$ cat src/sv/smd_pkg.sv
package smd_pkg;

  // clock value carried between the time keeper and the display decode
  typedef struct packed {
    logic [4:0] hours;
    logic [5:0] minutes;
    logic [5:0] seconds;
  } time_t;

  // drive levels for one scan step
  typedef struct packed {
    logic [3:0] digit_enables;
    logic [6:0] segments;
    logic [7:0] row_enables;
    logic [7:0] column_drive;
    logic       blink_fast;
    logic       blink_slow;
  } disp_t;

  typedef struct packed {
    logic [3:0] tens;
    logic [3:0] units;
  } bcd_t;

  localparam int unsigned DIGITS     = 4;
  localparam int unsigned ROW_BITS   = 3;
  localparam int unsigned PATTERN_W  = 64;
  localparam logic [4:0]  HOUR_LAST  = 5'd23;
  localparam logic [5:0]  MIN_LAST   = 6'd59;
  localparam logic [5:0]  SEC_LAST   = 6'd59;
  localparam logic [6:0]  SEG_BLANK  = 7'h7F;

  localparam logic [4:0]  HOUR_RESET = 5'd12;
  localparam logic [5:0]  MIN_RESET  = 6'd34;
  localparam logic [5:0]  SEC_RESET  = 6'd58;
  localparam logic [PATTERN_W-1:0] PATTERN_RESET = 64'h0807_0605_0403_0201;

  // common-anode codes for 0..9, bit 7 is the unused decimal point
  localparam logic [7:0] SEG_CODE [10] = '{
    8'hC0, 8'hF9, 8'hA4, 8'hB0, 8'h99, 8'h92, 8'h82, 8'hF8, 8'h80, 8'h90
  };

  // split a value below 64 into decimal tens and units
  function automatic bcd_t bcd_split(input logic [5:0] v);
    bcd_t b;
    if (v >= 6'd60) begin
      b.tens = 4'd6;
    end else if (v >= 6'd50) begin
      b.tens = 4'd5;
    end else if (v >= 6'd40) begin
      b.tens = 4'd4;
    end else if (v >= 6'd30) begin
      b.tens = 4'd3;
    end else if (v >= 6'd20) begin
      b.tens = 4'd2;
    end else if (v >= 6'd10) begin
      b.tens = 4'd1;
    end else begin
      b.tens = 4'd0;
    end
    b.units = 4'(v - 6'(6'(b.tens) * 6'd10));
    return b;
  endfunction

  // segment pattern for one decimal digit, blank above nine
  function automatic logic [6:0] seg_of(input logic [3:0] d);
    logic [6:0] s;
    if (d <= 4'd9) begin
      s = SEG_CODE[d][6:0];
    end else begin
      s = SEG_BLANK;
    end
    return s;
  endfunction

endpackage

$ cat src/sv/smd_time.sv
module smd_time
  import smd_pkg::*;
(
  input  logic  clk,
  input  logic  rst,
  input  logic  step,
  output time_t time_next
);

  time_t now;

  // one-second advance with carries into minutes and hours
  always_comb begin
    time_next = now;
    if (step) begin
      if (now.seconds >= SEC_LAST) begin
        time_next.seconds = '0;
        if (now.minutes >= MIN_LAST) begin
          time_next.minutes = '0;
          if (now.hours >= HOUR_LAST) begin
            time_next.hours = '0;
          end else begin
            time_next.hours = now.hours + 5'd1;
          end
        end else begin
          time_next.minutes = now.minutes + 6'd1;
        end
      end else begin
        time_next.seconds = now.seconds + 6'd1;
      end
    end
  end

  // clock registers
  always_ff @(posedge clk) begin
    if (rst) begin
      now.hours   <= HOUR_RESET;
      now.minutes <= MIN_RESET;
      now.seconds <= SEC_RESET;
    end else begin
      now <= time_next;
    end
  end

endmodule

$ cat src/sv/smd_scan.sv
module smd_scan
  import smd_pkg::*;
#(
  parameter int unsigned ROWS = 8
) (
  input  logic                 clk,
  input  logic                 rst,
  input  logic                 step,
  input  logic [PATTERN_W-1:0] matrix_pattern,
  input  time_t                time_next,
  output logic                 first_digit,
  output disp_t                disp_next
);

  logic [1:0]          digit_pos;
  logic [ROW_BITS-1:0] row_pos;
  logic                fast_level;
  logic                slow_level;
  logic [1:0]          digit_pos_next;
  logic [ROW_BITS-1:0] row_pos_next;
  logic                fast_level_next;
  logic                slow_level_next;
  bcd_t                hour_bcd;
  bcd_t                min_bcd;
  logic [3:0]          digit;
  logic [7:0]          row_byte;

  assign first_digit = (digit_pos == 2'd0);

  // pick the digit of HH MM under the scan index
  always_comb begin
    hour_bcd = bcd_split(6'(time_next.hours));
    min_bcd  = bcd_split(time_next.minutes);
    case (digit_pos)
      2'd0:    digit = hour_bcd.tens;
      2'd1:    digit = hour_bcd.units;
      2'd2:    digit = min_bcd.tens;
      default: digit = min_bcd.units;
    endcase
  end

  // matrix row byte for the current row
  assign row_byte = matrix_pattern[{row_pos, 3'b000} +: 8];

  // scan index and blink updates for an accepted tick
  always_comb begin
    fast_level_next = fast_level ^ 1'b1;
    slow_level_next = slow_level ^ (digit_pos == 2'd0 || digit_pos == 2'd2);
    digit_pos_next  = digit_pos + 2'd1;
    if (row_pos >= ROW_BITS'(ROWS - 1)) begin
      row_pos_next = '0;
    end else begin
      row_pos_next = row_pos + ROW_BITS'(1);
    end
  end

  // drive levels for this step
  always_comb begin
    disp_next.digit_enables = ~(DIGITS'(1) << digit_pos);
    disp_next.segments      = seg_of(digit);
    disp_next.row_enables   = ~(8'd1 << row_pos);
    disp_next.column_drive  = ~row_byte;
    disp_next.blink_fast    = fast_level_next;
    disp_next.blink_slow    = slow_level_next;
  end

  // scan state registers
  always_ff @(posedge clk) begin
    if (rst) begin
      digit_pos  <= '0;
      row_pos    <= '0;
      fast_level <= 1'b0;
      slow_level <= 1'b0;
    end else if (step) begin
      digit_pos  <= digit_pos_next;
      row_pos    <= row_pos_next;
      fast_level <= fast_level_next;
      slow_level <= slow_level_next;
    end
  end

endmodule

$ cat src/sv/scanned_clock_and_matrix_display.sv
// channel   direction  handshake            payload
// in        input      in_valid / in_ready  tick
// cfg       input      cfg_write_en         cfg_write_data (matrix_pattern)
// out       output     out_valid/out_ready  digit_enables segments row_enables
//                                            column_drive blink_fast blink_slow
//                                            hours_now minutes_now seconds_now
//
// one request per cycle while in_ready is high; a tick request passes the input
// register, then the result register, which raises out_valid. a request with tick low
// is taken and dropped without a result.
// rst is synchronous: clock 12:34:58, scan indices zero, blink levels low,
// matrix pattern rows 1..8. when out_valid is high and out_ready low the result register
// holds and the input register fills, after which in_ready drops.
module scanned_clock_and_matrix_display
  import smd_pkg::*;
#(
  parameter int unsigned ROWS = 8
) (
  input  logic                 clk,
  input  logic                 rst,
  input  logic                 in_valid,
  output logic                 in_ready,
  input  logic                 tick,
  input  logic                 cfg_write_en,
  input  logic [PATTERN_W-1:0] cfg_write_data,
  output logic                 out_valid,
  input  logic                 out_ready,
  output logic [3:0]           digit_enables,
  output logic [6:0]           segments,
  output logic [7:0]           row_enables,
  output logic [7:0]           column_drive,
  output logic                 blink_fast,
  output logic                 blink_slow,
  output logic [4:0]           hours_now,
  output logic [5:0]           minutes_now,
  output logic [5:0]           seconds_now
);

  logic [PATTERN_W-1:0] matrix_pattern;
  logic                 req_valid;
  logic                 req_tick;
  logic                 advance;
  logic                 step;
  logic                 first_digit;
  time_t                time_next;
  disp_t                disp_next;
  time_t                time_q;
  disp_t                disp_q;

  // result register free to load
  assign advance  = !out_valid || out_ready;
  assign in_ready = !req_valid || advance;
  assign step     = advance && req_valid && req_tick;

  // configuration register
  always_ff @(posedge clk) begin
    if (rst) begin
      matrix_pattern <= PATTERN_RESET;
    end else if (cfg_write_en) begin
      matrix_pattern <= cfg_write_data;
    end
  end

  // input register
  always_ff @(posedge clk) begin
    if (rst) begin
      req_valid <= 1'b0;
    end else if (in_ready) begin
      req_valid <= in_valid;
    end
  end

  always_ff @(posedge clk) begin
    if (in_ready) begin
      req_tick <= tick;
    end
  end

  smd_time u_time (
    .clk       (clk),
    .rst       (rst),
    .step      (step && first_digit),
    .time_next (time_next)
  );

  smd_scan #(
    .ROWS (ROWS)
  ) u_scan (
    .clk            (clk),
    .rst            (rst),
    .step           (step),
    .matrix_pattern (matrix_pattern),
    .time_next      (time_next),
    .first_digit    (first_digit),
    .disp_next      (disp_next)
  );

  // result register
  always_ff @(posedge clk) begin
    if (rst) begin
      out_valid <= 1'b0;
    end else if (advance) begin
      out_valid <= req_valid && req_tick;
    end
  end

  always_ff @(posedge clk) begin
    if (step) begin
      time_q <= time_next;
      disp_q <= disp_next;
    end
  end

  assign digit_enables = disp_q.digit_enables;
  assign segments      = disp_q.segments;
  assign row_enables   = disp_q.row_enables;
  assign column_drive  = disp_q.column_drive;
  assign blink_fast    = disp_q.blink_fast;
  assign blink_slow    = disp_q.blink_slow;
  assign hours_now     = time_q.hours;
  assign minutes_now   = time_q.minutes;
  assign seconds_now   = time_q.seconds;

  // exactly one digit and one row driven
  a_one_digit: assert property (@(posedge clk) disable iff (rst)
    out_valid |-> $onehot(~digit_enables) && $onehot(~row_enables))
    else $error("digit or row enable not one-hot");

  // clock stays in range
  a_time_range: assert property (@(posedge clk) disable iff (rst)
    out_valid |-> (hours_now <= HOUR_LAST) && (minutes_now <= MIN_LAST) &&
                  (seconds_now <= SEC_LAST))
    else $error("clock value out of range");

  // fast blink flips between consecutive results
  a_fast_blink: assert property (@(posedge clk) disable iff (rst)
    out_valid && out_ready ##1 (out_valid && $changed(digit_enables)) |->
      blink_fast != $past(blink_fast))
    else $error("fast blink did not toggle");

  // a stalled result keeps its seconds value and fast blink level
  a_hold_time: assert property (@(posedge clk) disable iff (rst)
    out_valid && !out_ready |=> $stable(seconds_now) && $stable(blink_fast))
    else $error("result changed while stalled");

endmodule

$ cat config.mk
export PLATFORM = sky130hd
export DESIGN_NAME = scanned_clock_and_matrix_display
export DESIGN_NICKNAME = d
export VERILOG_FILES = /design/src/sv/smd_pkg.sv /design/src/sv/smd_time.sv /design/src/sv/smd_scan.sv /design/src/sv/scanned_clock_and_matrix_display.sv
export SDC_FILE = /design/constraint.sdc
export NUM_CORES = 1
export LEC_CHECK = 0
export ABC_AREA = 1
export BUFFER_PORTS_ARGS = -buffer_cell sky130_fd_sc_hd__buf_2
export CAP_MARGIN = 10
export CORE_ASPECT_RATIO = 0.9
export CORE_MARGIN = 3
export CORE_UTILIZATION = 56
export DETAILED_ROUTE_END_ITERATION = 7
export PLACE_DENSITY_LB_ADDON = 0.1
export SETUP_SLACK_MARGIN = 0.02
export SLEW_MARGIN = 20
export SYNTH_ARGS = -nofsm -noshare
export SYNTH_HDL_FRONTEND = slang
export SYNTH_HIERARCHICAL = 1
export SYNTH_SLANG_ARGS = --single-unit
$ cat constraint.sdc
create_clock -name clk -period 4.05 [get_ports clk]
set_clock_uncertainty 0.2 [all_clocks]
set_input_delay 0.2025 -clock clk [delete_from_list [all_inputs] [get_ports clk]]
set_output_delay 0.2025 -clock clk [all_outputs]
set_load 0.05 [all_outputs]
==> impl_metrics.py <==
metrics = {
    "outcome": {
        "run_status": "complete, no violations",
    },
    "worst_setup_path": {
        "worstSetupEndpointType": "flip-flop",
        "critical_path_depth": 23,
        "crit_path_max_incr_delay_ns": 0.53,
        "reg2reg_path_depth": 21,
        "timing.setup.critical_path_class": "in2reg",
        "cp_num_buf_inv": 7,
        "required_time_of_the_worst_setup_path_ns": 4.01,
        "timing.critical_path.max_delay_family": "buffers and inverters",
        "worstPathCellList": "dlygate4sd3_1 -> buf_2 -> inv_1 -> nand2_1 -> nand3_2 -> nor2_4 -> nand3_2 -> nor2_4 -> buf_4 -> nand2_1 -> nand2_1 -> nand2_1 -> inv_1 -> inv_1 -> a21oi_1 -> o21ai_2 -> ha_1 -> fa_1 -> o211ai_2 -> nand2_2 -> buf_4 -> o21ai_0 -> o21ai_0",
        "cpMaxStageDelayCell": "dlygate4sd3_1",
        "cell_seen_most_often_among_critical_path_stages": "nand2_1",
        "critPathMaxFanout": 10,
        "critical_path_arrival_ns": 3.78,
        "critPathLaunchType": "input port",
    },
    "power": {
        "peakVddDrop_mv": 0.345,
        "combinationalPowerShare_pct": 10.5,
        "power_per_cell_area_nw_per_um2": 415,
        "seqPwrFrac_pct": 43.6,
        "switching_power_mw": 0.842,
        "p_int_mw": 2.64,
        "power.switching_fraction_pct": 24.2,
        "power.share.clock_pct": 46.0,
        "power.static_leakage_nw": 3.79,
    },
    "floorplanning": {
        "start_util_pct": 58.6,
        "die_area_um2": 12900,
        "die-width_um": 119,
        "die_h_um": 108,
        "top_level_ports": 118,
        "coreArea_um2": 11000,
        "fp-row-count": 36,
    },
    "route": {
        "first_iter_violations": 531,
        "routed-via-count": 5790,
        "route.detailed.drc": 0,
        "routedWlPerCell_um": 14.5,
        "ant_nets": 0,
        "routed_wl_met2_um": 8400,
        "via_per_inst": 5.17,
        "metal3_wl_um": 801,
        "drt_wl_total_um": 16200,
        "dr.pass1.iters": 5,
        "top_signal_layer_used": "met4",
        "route.layer.met1.wl_um": 6720,
    },
    "cells_and_area": {
        "mostFrequentLayoutCell": "nand2_1",
        "n_antenna_cell": 0,
        "fraction_of_layout_instances_using_a_drive_strength_above_1_pct": 23.1,
        "finish.instance_area_um2": 8400,
        "fill_cells": 809,
        "multiInputGateArea_um2": 2750,
        "post_layout_nets": 1047,
        "mostFrequentLayoutCells": "nand2_1, buf_2, nor2_1, dfxtp_1, dlygate4sd3_1",
        "areaGrowthSynthToFinish_pct": 29.9,
        "register_area_um2": 3210,
    },
    "global_routing": {
        "grt_pass1_vias": 5605,
        "grt_first_pass_wirelength_um": 26400,
        "track_usage_pct": 25.8,
        "grt.overflow.total": 0,
        "grt_max_degree": 65,
        "antenna_found_initial": 0,
    },
    "sta": {
        "timing.final.crit_share_pct": 94.1,
        "report.final.setup_viol": 0,
        "worstMarginPinSlew_ns": 0.892,
        "final.hold.worst_slack_ns": 0.0358,
        "fin_crit_ns": 3.81,
        "drv_slew": 0,
        "achievable-frequency_mhz": 262,
        "report.final.hold_viol_count": 0,
        "relative_slew_margins_pct": 40.2,
    },
    "synth": {
        "ys.warnings.count": 6,
        "yosys_register_bits": 137,
        "synth.cell_area_um2": 6460,
        "post_synth_num_cell_types": 39,
        "syn_inst": 777,
        "seq_area_frac_synth_pct": 49.7,
        "syn_nets": 870,
        "postSynthAreaPerCell_um2": 8.32,
    },
    "clocking": {
        "cts_max_level": 4,
        "clock_insertion_delay_worst_skew_ns": 0.42,
        "clockBufferDepth": 2,
        "cts_tree": "built",
        "cts-buffers-inserted": 17,
        "clock_sink_count": 137,
        "clkTransAtPathRegs_ns": 0.05,
        "ctsRootBufferMaster": "clkbuf_16",
    },
    "run": {
        "drv_cap": 0,
    },
    "placement": {
        "hpwlAfterDp_um": 9830,
        "dpl_cell_area_um2": 7020,
        "place.gp.congestion": 0.845,
        "placement.io_buffers": 117,
    },
    "min_path": {
        "worst_hold_path.num_cells": 2,
        "min_path_type": "in2reg",
    },
}
==> power by group through the flow <==
stage / clock network [mW] / logic (mW) / registers (mW)
after floorplan: 0 / 0.185 / 1.58
after global placement: 0 / 0.295 / 1.54
after detailed placement: 0 / 0.301 / 1.54
after CTS: 1.62 / 0.355 / 1.51
after global routing: 1.68 / 0.400 / 1.52
final: 1.60 / 0.365 / 1.52
==> final cells by class <==
class	count	share of cell area (%)
multi-input cells	534	32.8
well taps	152	2.26
repair buffers	197	16.2
inverters	67	3.08
clock inverters	14	2.01
clock buffers	18	5.36
flip-flops and latches	137	38.3
==> sequential cells by signal, summed over array words and instances, names as in the netlist, 5 cells and up <==
signal / count
row_enables: 8
hours_now: 5
minutes_now: 6
matrix_pattern: 64
segments: 7
seconds_now: 6
column_drive: 8
u_time/now: 17
==> path summary, 6_finish.rpt <==
check                            from                  to  slack, ns
setup / recovery            out_ready         segments[3]       0.24
hold / removal                    rst      u_time/now[16]       0.04
setup reg to reg  u_scan/digit_pos[0]         segments[3]       0.26
hold reg to reg    matrix_pattern[32]  matrix_pattern[32]       0.27
==> metal layers <==
metal  vias to the layer above  GRT usage (%)
met5                         -              0
met1                      2702           30.6
met2                       179           46.5
met3                        23           5.94
met4                         0           8.52
li1                       2886              -
==> timing repair <==
| item | 4_1_cts | 5_1_grt |
|---|---|---|
| resized for setup | 3 | 18 |
| endpoints found under the setup margin | 6 | 7 |
| pin swaps | 0 | 3 |
| buffers inserted | 0 | 2 |
| endpoints found under the hold margin | 68 | 0 |
| hold buffers | 68 | 0 |
| gates cloned | 0 | 0 |
==> through the flow <==
stage	utilization, %	total power, mW	TNS (ns)	cells	setup WS [ns]
floorplan	-	1.76	0	777	0.306
finish	76.1	3.48	0	1119	0.238
detailed placement	63.6	1.84	0	1017	0.00338
global route	76.1	3.61	-0.0153	1119	-0.0153
CTS	75.5	3.49	0	1117	0.0631
global placement	63.6	1.84	0	1017	0.185
==> synthesized netlist by cell type (all sizes together) <==
| library cell | instances | area share, % |
|---|---|---|
| a32oi | 8 | 1.1 |
| dfxtp | 90 | 28 |
| o311ai | 1 | 0.14 |
| o21bai | 1 | 0.12 |
| o211ai | 2 | 0.31 |
| a211oi | 2 | 0.23 |
| nand4 | 3 | 0.29 |
| ha | 21 | 4.1 |
| inv | 64 | 3.8 |
| nand3 | 65 | 5.3 |
| nor2 | 132 | 9.2 |
| a21oi | 32 | 2.6 |
| nand2 | 185 | 11 |
| a31oi | 2 | 0.19 |
| xor2 | 3 | 0.41 |
| nor4 | 1 | 0.097 |
| clkbuf | 10 | 0.58 |
| or2 | 1 | 0.097 |
| nor3 | 5 | 0.39 |
| clkinv | 3 | 0.17 |
| o21ai | 67 | 5.2 |
| fa | 2 | 0.62 |
| buf | 29 | 3.9 |
| nand3b | 1 | 0.12 |
| edfxtp | 47 | 22 |
==> cell families after synthesis <==
kind of cell | Yosys count | synth area share (%)
AND/OR/NAND/NOR | 393 | 26.8
flip-flops | 137 | 49.7
AO/OA/AOI/OAI | 115 | 9.85
buffers and inverters | 106 | 8.54
adder cells (fa/ha/maj) | 23 | 4.68
XOR/XNOR | 3 | 0.407
No activity file was read; power rests on OpenSTA's default activity.
